File: src/cmp_pkg.sv
`default_nettype none
// ----------------------------------------------------------------------------
// cmp_pkg
// shared types and constants of the hard-iron calibrated compass heading block
// ----------------------------------------------------------------------------
package cmp_pkg;

  localparam int CORDIC_STEPS_DEFAULT = 16;
  localparam int ATAN_LEN             = 24;
  localparam int QUEUE_DEPTH          = 4;
  localparam int QPTR_W               = $clog2(QUEUE_DEPTH);

  localparam int CORR_W   = 18;
  localparam int PRESHIFT = 24;
  // vector width: corrected value, prescale and cordic gain headroom
  localparam int VEC_W    = CORR_W + PRESHIFT + 4;
  localparam int ANG_W    = 27;

  localparam logic [15:0] CALIB_SAMPLES_RESET = 16'd500;

  localparam logic signed [ANG_W-1:0] DEG180       = 27'sd11796480;
  localparam logic signed [ANG_W-1:0] DEG360       = 27'sd23592960;
  localparam logic signed [ANG_W-1:0] ROUND_HALF   = 27'sd256;
  localparam logic        [16:0]      HEADING_FULL = 17'd46080;

  // atan(2^-i) in 2^-16 degree
  localparam logic signed [ANG_W-1:0] ATAN_TAB [ATAN_LEN] = '{
    27'sd2949120, 27'sd1740967, 27'sd919879, 27'sd466945,
    27'sd234379,  27'sd117304,  27'sd58666,  27'sd29335,
    27'sd14668,   27'sd7334,    27'sd3667,   27'sd1833,
    27'sd917,     27'sd458,     27'sd229,    27'sd115,
    27'sd57,      27'sd29,      27'sd14,     27'sd7,
    27'sd4,       27'sd2,       27'sd1,      27'sd0
  };

  // one classified item on its way from the front to the back end
  typedef struct packed {
    logic                     op;
    logic signed [CORR_W-1:0] cx;
    logic signed [CORR_W-1:0] cy;
    logic signed [CORR_W-1:0] cz;
    logic                     done;
    logic [15:0]              progress;
  } cmp_job_t;

endpackage
`default_nettype wire

File: src/cmp_queue.sv
`default_nettype none
// ----------------------------------------------------------------------------
// cmp_queue
// short job queue between front and back end
// ----------------------------------------------------------------------------
module cmp_queue (
  input  wire               clk,
  input  wire               rst,
  input  wire               push,
  input  cmp_pkg::cmp_job_t push_job,
  output logic              full,
  input  wire               pop,
  output cmp_pkg::cmp_job_t head_job,
  output logic              not_empty
);
  import cmp_pkg::*;

  cmp_job_t         slots [QUEUE_DEPTH];
  logic [QPTR_W-1:0] wr_ptr;
  logic [QPTR_W-1:0] rd_ptr;
  logic [QPTR_W:0]   count;

  assign full      = (count == (QPTR_W+1)'(QUEUE_DEPTH));
  assign not_empty = (count != '0);
  assign head_job  = slots[rd_ptr];

  always_ff @(posedge clk) begin
    if (push) begin
      slots[wr_ptr] <= push_job;
    end
  end

  always_ff @(posedge clk) begin
    if (rst) begin
      wr_ptr <= '0;
      rd_ptr <= '0;
      count  <= '0;
    end else begin
      if (push) begin
        wr_ptr <= wr_ptr + 1'b1;
      end
      if (pop) begin
        rd_ptr <= rd_ptr + 1'b1;
      end
      case ({push, pop})
        2'b10:   count <= count + 1'b1;
        2'b01:   count <= count - 1'b1;
        default: count <= count;
      endcase
    end
  end

endmodule
`default_nettype wire

File: config.mk
export PLATFORM = sky130hd
export DESIGN_NAME = cmp_queue
export DESIGN_NICKNAME = d
export VERILOG_FILES = /design/src/cmp_pkg.sv /design/src/cmp_queue.sv
export SDC_FILE = /design/constraint.sdc
export NUM_CORES = 1
export LEC_CHECK = 0
export ABC_AREA = 1
export BUFFER_PORTS_ARGS = -buffer_cell sky130_fd_sc_hd__clkbuf_2
export CORE_MARGIN = 5
export CORE_UTILIZATION = 40
export DETAILED_ROUTE_END_ITERATION = 16
export GPL_TIMING_DRIVEN = 0
export MAX_ROUTING_LAYER = met4
export PLACE_DENSITY = 0.59
export SLEW_MARGIN = 10
export SYNTH_ARGS = -nofsm -noshare
export SYNTH_HDL_FRONTEND = slang
export SYNTH_SLANG_ARGS = --single-unit
File: constraint.sdc
create_clock -name clk -period 5.2 [get_ports clk]
set_clock_uncertainty 0.05 [all_clocks]
set_input_delay 1.56 -clock clk [delete_from_list [all_inputs] [get_ports clk]]
set_output_delay 1.56 -clock clk [all_outputs]
set_load 0.1 [all_outputs]
==> impl_metrics.toml <==
[route]
firstDrtPassIters = 4
drt_drc_violations_left = 0
num_vias = 6711
wl_per_cell_um = 19.20
routed_wl_um = 25920
vias_per_cell = 4.971
ant_nets = 0
drt_iter0_markers = 429

[pwr]
finalPower_mw = 6.046
power_density_nw_per_um2 = 435.2
seqPwrFrac_pct = 45.6
vdd_drop_max_uv = 303.4
combPwrFrac_pct = 18.3
p_sw_mw = 1.810
p_leak_nw = 4.902
switching_share_pct = 29.93
p_int_mw = 4.236
clock_power_share_pct = 36.1

[logic_synthesis]
synth_seq_cells = 297
synth_area_per_cell_um2 = 15.30
synth_cell_types = 24
yosysWarnings = 0
syn-num-nets = 836
seq_area_frac_synth_pct = 76.51
syn_area_um2 = 11540
synth_cells = 754

[placement]
preCtsSetupSlack_ns = 1.644
gp_congestion = 0.7417
place_area_um2 = 12870
dp_hpwl_um = 15870
dp_cells = 1291
portBuffers = 149

[clocking]
cts.clk_slew.worst_paths_ns = 0.05
clock-sinks = 297
clk_latency_ns = 0.48
cts_buffers = 34
cts_hold_buffers = 0
cts.repair.resized = 0
clockBufferDepth = 3
cts_root_buf = "clkbuf_16"
h-tree-depth = 2
cts_tree = "done"
postCtsSetupBuffers = 0

[grt]
grt_pass1_vias = 6865
antenna_found_initial = 1
groute.usage.overall_pct = 16.10
grt_overflow_total = 0
grt_start_max_net_pins = 41
grt_first_pass_wirelength_um = 39630

[timing]
setup_viol = 0
hold_viol = 0
max_freq_mhz = 248.5
worst_slew_pin_slew_ns = 0.6421
slew_headroom_pct = 57.19
rsz0062_at_grt = "false"
fin_crit_sh_pct = 77.40
drv_slew = 0
setup-tns-final_ns = 0
period_needed_ns = 4.025
layout_setup_ws_ns = 1.175

[floorplanning]
initial_utilization_pct = 40.31
die_x_um = 179.8
rows = 62
die_area_um2 = 32340
die_h_um = 179.8
num_io_pins = 150
core_um2 = 28630

[cells_and_area]
layout.cells.non_filler = 1350
areaGrowthSynthToFinish_pct = 20.40
final_common_cell = "edfxtp_1"
finalNetCount = 1025
multiInputGateArea_um2 = 2354
drive_above_1_share_pct = 34.61
layout.area.seq_um2 = 8828
layout_common_cells = "288 x edfxtp_1, 155 x clkbuf_2, 140 x o21ai_0, 97 x nor2_1"
final_area_um2 = 13890
fillers = 2488

[critical_path]
r2r-end = "slots[0][62]"
reg2regPathDepth = 5
timing.critical_path.buf_inv = 4
cp-start-kind = "register"
rrSetupSlack_ns = 3.38
worstPathRequired_ns = 3.59
crit_path_end_kind = "output pin"
max_stage_delay_ns = 0.49
arrival_ns = 2.41
r2r-start = "wr_ptr[0]"
crit_path_cell_trace = "buf_4 > inv_4 > clkbuf_1 > o21ai_0 > o22ai_2 > clkbuf_2"
endpoint = "head_job[36]"
crit_type = "reg -> out"
cp_top_family = "buffers and inverters"
slowest_stage = "clkbuf_2"
cp_max_fo = 10
cp.depth = 6

[min_path]
min_path_cells = 1
min_path_type = "reg -> reg"

[flow_run]
maxCapViolCount = 0

[run_status]
outcome = "finished, final reports clean"
-- cell families (layout without fill, tap and decap cells) --
| logic type | count (synthesis) | after routing | share of synthesized area (%) |
|---|---|---|---|
| flops | 297 | 297 | 76.51 |
| fa+ha+maj | 6 | 6 | 0.7157 |
| compound gates | 227 | 227 | 13.34 |
| buf+inv | 64 | 275 | 3.091 |
| simple gates | 160 | 160 | 6.344 |
| other cells | 0 | 1 | 0 |
-- routing by layer --
layer	vias to the layer above	track usage [%]	part of all wire, %
met5	-	-	0
met4	0	3.536	1.7
met3	42	3.880	6.4
met2	182	25.89	48
met1	3267	21.03	44
li1	3220	-	-
-- power by group through the flow --
stage	clock network [mW]	logic, mW	registers, mW
finish	2.18	1.11	2.76
global route	2.34	1.17	2.76
CTS	2.24	1.12	2.76
detailed placement	0	1.12	2.80
global placement	0	1.10	2.81
floorplan	0	0.867	2.81
-- registers in the layout (all words and copies together) (netlist names), named ones only --
signal,count
rd_ptr,2
slots,288
wr_ptr,2
count,3
-- worst min path at each step --
stage / from / to / slack (ns)
after floorplan: rd_ptr[1] / register / 0.36
after global placement: rd_ptr[1] / rd_ptr[1] / 0.38
after detailed placement: rd_ptr[1] / register / 0.37
after CTS: rd_ptr[1] / rd_ptr[1] / 0.39
after global routing: rd_ptr[1] / rd_ptr[1] / 0.41
final: rd_ptr[1] / rd_ptr[1] / 0.40
-- synth_stat cells (all sizes together) --
master | number | area share [%]
inv | 18 | 0.65
nor2 | 147 | 5.9
nand2 | 9 | 0.29
buf | 27 | 1.8
clkbuf | 19 | 0.68
edfxtp | 288 | 75
nor3 | 1 | 0.043
fa | 1 | 0.17
nand4 | 1 | 0.054
ha | 5 | 0.54
nand3 | 2 | 0.087
o21ai | 150 | 6.5
dfxtp | 9 | 1.6
a21oi | 5 | 0.22
o22ai | 72 | 6.6
-- through the flow --
step / hold WS, ns / util, %
6_report: 0.3958 / 48.53
5_1_grt: 0.4088 / 48.53
4_1_cts: 0.3923 / 48.52
3_5_place_dp: 0.3749 / 44.96
3_3_place_gp: 0.3801 / 44.59
2_1_floorplan: 0.3616 / -
-- area by class of cell --
cell class	count	share of cell area (%)
Clock inverter	9	0.5134
Multi-Input combinational cell	393	16.94
Inverter	18	0.6124
Tap cell	384	3.459
Buffer	46	2.026
Antenna cell	1	0.01801
Timing Repair Buffer	153	6.052
Clock buffer	49	6.827
Sequential cell	297	63.55
No activity file was read; power rests on OpenSTA's default activity.
