==> src/cmp_pkg.sv <==
`default_nettype none
// ----------------------------------------------------------------------------
// cmp_pkg
// shared types and constants of the hard-iron calibrated compass heading block
// ----------------------------------------------------------------------------
package cmp_pkg;

  localparam int CORDIC_STEPS_DEFAULT = 16;
  localparam int ATAN_LEN             = 24;
  localparam int QUEUE_DEPTH          = 4;
  localparam int QPTR_W               = $clog2(QUEUE_DEPTH);

  localparam int CORR_W   = 18;
  localparam int PRESHIFT = 24;
  // vector width: corrected value, prescale and cordic gain headroom
  localparam int VEC_W    = CORR_W + PRESHIFT + 4;
  localparam int ANG_W    = 27;

  localparam logic [15:0] CALIB_SAMPLES_RESET = 16'd500;

  localparam logic signed [ANG_W-1:0] DEG180       = 27'sd11796480;
  localparam logic signed [ANG_W-1:0] DEG360       = 27'sd23592960;
  localparam logic signed [ANG_W-1:0] ROUND_HALF   = 27'sd256;
  localparam logic        [16:0]      HEADING_FULL = 17'd46080;

  // atan(2^-i) in 2^-16 degree
  localparam logic signed [ANG_W-1:0] ATAN_TAB [ATAN_LEN] = '{
    27'sd2949120, 27'sd1740967, 27'sd919879, 27'sd466945,
    27'sd234379,  27'sd117304,  27'sd58666,  27'sd29335,
    27'sd14668,   27'sd7334,    27'sd3667,   27'sd1833,
    27'sd917,     27'sd458,     27'sd229,    27'sd115,
    27'sd57,      27'sd29,      27'sd14,     27'sd7,
    27'sd4,       27'sd2,       27'sd1,      27'sd0
  };

  // one classified item on its way from the front to the back end
  typedef struct packed {
    logic                     op;
    logic signed [CORR_W-1:0] cx;
    logic signed [CORR_W-1:0] cy;
    logic signed [CORR_W-1:0] cz;
    logic                     done;
    logic [15:0]              progress;
  } cmp_job_t;

endpackage
`default_nettype wire

==> src/cmp_front.sv <==
`default_nettype none
// ----------------------------------------------------------------------------
// cmp_front
// accepts samples, tracks calibration extremes, applies hard-iron offsets
// ----------------------------------------------------------------------------
module cmp_front (
  input  wire              clk,
  input  wire              rst,
  input  wire              cfg_we,
  input  wire [15:0]       cfg_wdata,
  input  wire              accept,
  input  wire              op,
  input  wire [47:0]       sample,
  output cmp_pkg::cmp_job_t job
);
  import cmp_pkg::*;

  logic [15:0] calib_samples;
  logic signed [15:0] max_x, min_x, max_y, min_y, max_z, min_z;
  logic [15:0] sample_count;
  logic signed [16:0] offset_sum_x, offset_sum_y, offset_sum_z;

  logic signed [15:0] rx, ry, rz;
  logic signed [15:0] bmax_x, bmin_x, bmax_y, bmin_y, bmax_z, bmin_z;
  logic signed [15:0] nmax_x, nmin_x, nmax_y, nmin_y, nmax_z, nmin_z;
  logic [15:0] target, count_inc;
  logic        done;

  function automatic logic signed [15:0] smax(logic signed [15:0] a, logic signed [15:0] b);
    return (a > b) ? a : b;
  endfunction

  function automatic logic signed [15:0] smin(logic signed [15:0] a, logic signed [15:0] b);
    return (a < b) ? a : b;
  endfunction

  function automatic logic signed [CORR_W-1:0] correct(logic signed [15:0] raw,
                                                       logic signed [16:0] off);
    return {raw[15], raw, 1'b0} - {off[16], off};
  endfunction

  function automatic logic signed [16:0] pair_sum(logic signed [15:0] a, logic signed [15:0] b);
    return {a[15], a} + {b[15], b};
  endfunction

  // bytes arrive high first
  assign rx = {sample[7:0],   sample[15:8]};
  assign rz = {sample[23:16], sample[31:24]};
  assign ry = {sample[39:32], sample[47:40]};

  // first item of a run starts from zero extremes
  assign bmax_x = (sample_count == 16'd0) ? 16'sd0 : max_x;
  assign bmin_x = (sample_count == 16'd0) ? 16'sd0 : min_x;
  assign bmax_y = (sample_count == 16'd0) ? 16'sd0 : max_y;
  assign bmin_y = (sample_count == 16'd0) ? 16'sd0 : min_y;
  assign bmax_z = (sample_count == 16'd0) ? 16'sd0 : max_z;
  assign bmin_z = (sample_count == 16'd0) ? 16'sd0 : min_z;

  assign nmax_x = smax(bmax_x, rx);
  assign nmin_x = smin(bmin_x, rx);
  assign nmax_y = smax(bmax_y, ry);
  assign nmin_y = smin(bmin_y, ry);
  assign nmax_z = smax(bmax_z, rz);
  assign nmin_z = smin(bmin_z, rz);

  assign target    = (calib_samples == 16'd0) ? 16'd1 : calib_samples;
  assign count_inc = sample_count + 16'd1;
  assign done      = (count_inc >= target);

  always_comb begin
    job.op = op;
    if (op) begin
      job.cx       = correct(rx, offset_sum_x);
      job.cy       = correct(ry, offset_sum_y);
      job.cz       = correct(rz, offset_sum_z);
      job.done     = 1'b0;
      job.progress = sample_count;
    end else begin
      job.cx       = '0;
      job.cy       = '0;
      job.cz       = '0;
      job.done     = done;
      job.progress = count_inc;
    end
  end

  always_ff @(posedge clk) begin
    if (rst) begin
      calib_samples <= CALIB_SAMPLES_RESET;
    end else if (cfg_we) begin
      calib_samples <= cfg_wdata;
    end
  end

  always_ff @(posedge clk) begin
    if (rst) begin
      max_x        <= '0;
      min_x        <= '0;
      max_y        <= '0;
      min_y        <= '0;
      max_z        <= '0;
      min_z        <= '0;
      sample_count <= '0;
      offset_sum_x <= '0;
      offset_sum_y <= '0;
      offset_sum_z <= '0;
    end else if (accept && !op) begin
      max_x <= nmax_x;
      min_x <= nmin_x;
      max_y <= nmax_y;
      min_y <= nmin_y;
      max_z <= nmax_z;
      min_z <= nmin_z;
      if (done) begin
        sample_count <= '0;
        offset_sum_x <= pair_sum(nmax_x, nmin_x);
        offset_sum_y <= pair_sum(nmax_y, nmin_y);
        offset_sum_z <= pair_sum(nmax_z, nmin_z);
      end else begin
        sample_count <= count_inc;
      end
    end
  end

endmodule
`default_nettype wire

==> config.mk <==
export PLATFORM = sky130hd
export DESIGN_NAME = cmp_front
export DESIGN_NICKNAME = d
export VERILOG_FILES = /design/src/cmp_pkg.sv /design/src/cmp_front.sv
export SDC_FILE = /design/constraint.sdc
export NUM_CORES = 1
export LEC_CHECK = 0
export ABC_AREA = 1
export CAP_MARGIN = 10
export CORE_ASPECT_RATIO = 1.4
export CORE_MARGIN = 2
export CORE_UTILIZATION = 27
export DETAILED_ROUTE_END_ITERATION = 12
export DONT_BUFFER_PORTS = 1
export PLACE_DENSITY = 0.51
export SETUP_SLACK_MARGIN = 0.4
export SYNTH_ARGS = -nofsm -noshare
export SYNTH_HDL_FRONTEND = slang
export SYNTH_SLANG_ARGS = --single-unit
==> constraint.sdc <==
create_clock -name clk -period 6.4 [get_ports clk]
set_clock_uncertainty 0.05 [all_clocks]
set_input_delay 0 -clock clk [delete_from_list [all_inputs] [get_ports clk]]
set_output_delay 0 -clock clk [all_outputs]
set_load 0.01 [all_outputs]
==> reports/results.ini <==
[status]
status=completed

[synthesis]
yosys-top-cells-count=439 x nand2_1, 432 x inv_1, 325 x a21oi_1, 210 x nor2_1, 207 x ha_1
synthArstFlopShare_pct=0
yosysTopAreaCell=dfxtp_1
synth-main-ff-cell=dfxtp_1
synthTopCellsByArea=dfxtp_1 21%, ha_1 15%, nand2_1 9.9%
synth_top_area_share_pct=21.42
synth-seq-area-share_pct=21.42
synth_enable_flop_cells=0
synth_cell_types=50
syn_inst=2548
yosysMostFrequentCell=nand2_1
ys_ff_latch=179
syn_nets=2830
yosys_warnings=0
avgSynthCellArea_um2=6.565
netlist_area_um2=16730

[route]
drtAntennaViolNets=0
remaining_drc_errors=0
drtIter0Drc=791
wl_um=54830
vias=16005
vias_per_cell=4.716
dr.pass1.iters=5
wl_per_cell_um=16.15

[critical_path]
cp-end-kind=flop
cp_max_fo=31
critPathMostFrequentCell=nand2_1
cp.required_ps=6740
slowest_delay_ps=500
crit_slowest_cell=ha_1
cp-start-kind=flop
cp.arrival_ps=5760
crit_start=sample_count[0]
critPathKind=flop to flop
r2r_start=sample_count[0]

[finish]
ff_latch_area_um2=3583
nNetsFinal=2838
synthToLayoutAreaGrowth_pct=12.20
nFillCells=7001
insertedDiodeCount=0
multiInputGateArea_um2=11040
drive_above_1_share_pct=6.111

[global_routing]
grt_pass1_vias=15820
grt-ovfl-total=0
grt_usage_pct=17.10
antenna_found_initial=0
grt_pass1_wl_um=86590
grt_start_max_net_pins=120

[die]
die_y_um=298.5
initial_core_util_pct=27.15
core_area_um2=61620
ioPinCount=141
fp-row-count=108
die_width_um=214.4
dieArea_um2=63990

[placed_design]
hpwlAfterDp_um=41110
place.gp.congestion=0.8625
io_buffer_count=0
place_worst_setup_slack_ps=912.5

[cts]
clockRootBuffer=clkbuf_16
cts.sinks=179
post_cts_buffers=0
tritoncts=done
htree_levels=4
clk_latency_ps=470
cts_buffer_depth=2
path_clk_slew_ps=80
cts_buffers=17

[job]
maxCapViolations=0

[sta]
hold_viol=0
setup_tns_ps=0
tightest_slew_ps=1012
relSlewSlack_pct=32.55
setup_ws_ps=984.6
fin_crit_ps=5415
finalSetupViolations=0
min_period_over_period_pct=84.62
rsz0062_at_grt=true
max_freq_ghz=0.1847
slew_violations=0

[worst_hold_path]
holdCritPathClass=input port to flop
hp-start=sample[6]

[power]
combPwrFrac_pct=35.4
power.internal_mw=2.263
ir_drop_v=0.0001760
pwr-share-seq_pct=32.5
leakage_nw=9.232
sw_frac_of_total_pct=38.32
p_sw_mw=1.406
clkPwrFrac_pct=32.1
powerDensity_nw_per_um2=195.4

[path summary, 6_finish.rpt]
check / endpoint / slack [ps] / cells after the start
max: offset_sum_z[12] / 980 / 29
min: max_x[14] / 30 / 4
max reg2reg: offset_sum_z[12] / 980 / 29
min reg2reg: offset_sum_y[6] / 410 / 2
[worst max-delay path, delay by kind of cell, from the launching register on]
family          cells  cell delay [ps]
simple gates       13             1670
fa+ha+maj           4             1220
compound gates      6             1040
buf+inv             5              780
flops               1              370
xor+xnor            1              180
[sequential cells by signal, indices dropped and copies added (netlist names)]
name           count
offset_sum_x      17
offset_sum_y      17
offset_sum_z      17
calib_samples     16
max_x             16
max_y             16
max_z             16
min_x             16
min_y             16
min_z             16
sample_count      16
[logic make-up (layout without fill, tap and decap cells)]
family	count (synthesis)	in the layout	share of synthesized area [%]
and+or+nand+nor	969	969	27.57
AOI/OAI and AO/OA	591	591	18.80
buffers and inverters	533	554	12.72
adders and majority gates	213	213	16.20
DFF	179	179	21.42
xor gates and xnor gates	63	63	3.298
[metal layers]
metal	track usage, %	share of wire (%)	vias up
met5	0	0	-
met2	31.83	51	257
met1	19.99	43	7285
met4	5.258	2.4	0
met3	2.646	3.5	63
li1	-	-	8400
[metrics by stage]
stage	hold slack (ps)	cell area (µm²)	total power [mW]	utilization, %	std cells
global route	26.15	18770	3.936	30.46	3394
floorplan	41.77	16730	2.185	-	2548
finish	29.60	18770	3.668	30.46	3394
CTS	7.671	18760	3.726	30.44	3394
detailed placement	-48.32	17420	2.451	28.27	3293
global placement	-48.32	17420	2.456	28.27	3293
[layout make-up]
type                    instances  share of cell area (%)
flip-flops and latches        179                   19.09
multi-input cells            1836                   58.81
clock buffers                  19                   2.360
well taps                     825                   5.500
repair buffers                 85                   4.480
inverters                     437                   8.746
clock inverters                13                   1.013
[power by group through the flow]
stage          sequential (mW)  combinational [mW]  clock [mW]
6_report                  1.19                1.30        1.18
3_3_place_gp              1.22                1.24           0
3_5_place_dp              1.22                1.23           0
5_1_grt                   1.20                1.48        1.26
2_1_floorplan             1.21               0.971           0
4_1_cts                   1.19                1.30        1.23
[cell usage in the layout (no fill, tap or decap), types with 18 or more instances in the layout]
cell type	n
nand3_2	61
nand2_1	436
inv_1	430
a21oi_1	325
dfxtp_1	179
xor2_1	41
nor3_1	18
ha_1	207
xnor2_1	22
nand3_1	140
nor2_1	210
dlygate4sd3_1	68
o21ai_1	26
nand4_1	47
o21ai_0	179
[timing repair]
item                                    CTS  global route
hold buffers                             69             0
hold endpoints to repair                136             0
resized for setup                         0             2
endpoints found under the setup margin    0             7
(Power assumes the default switching activity.)
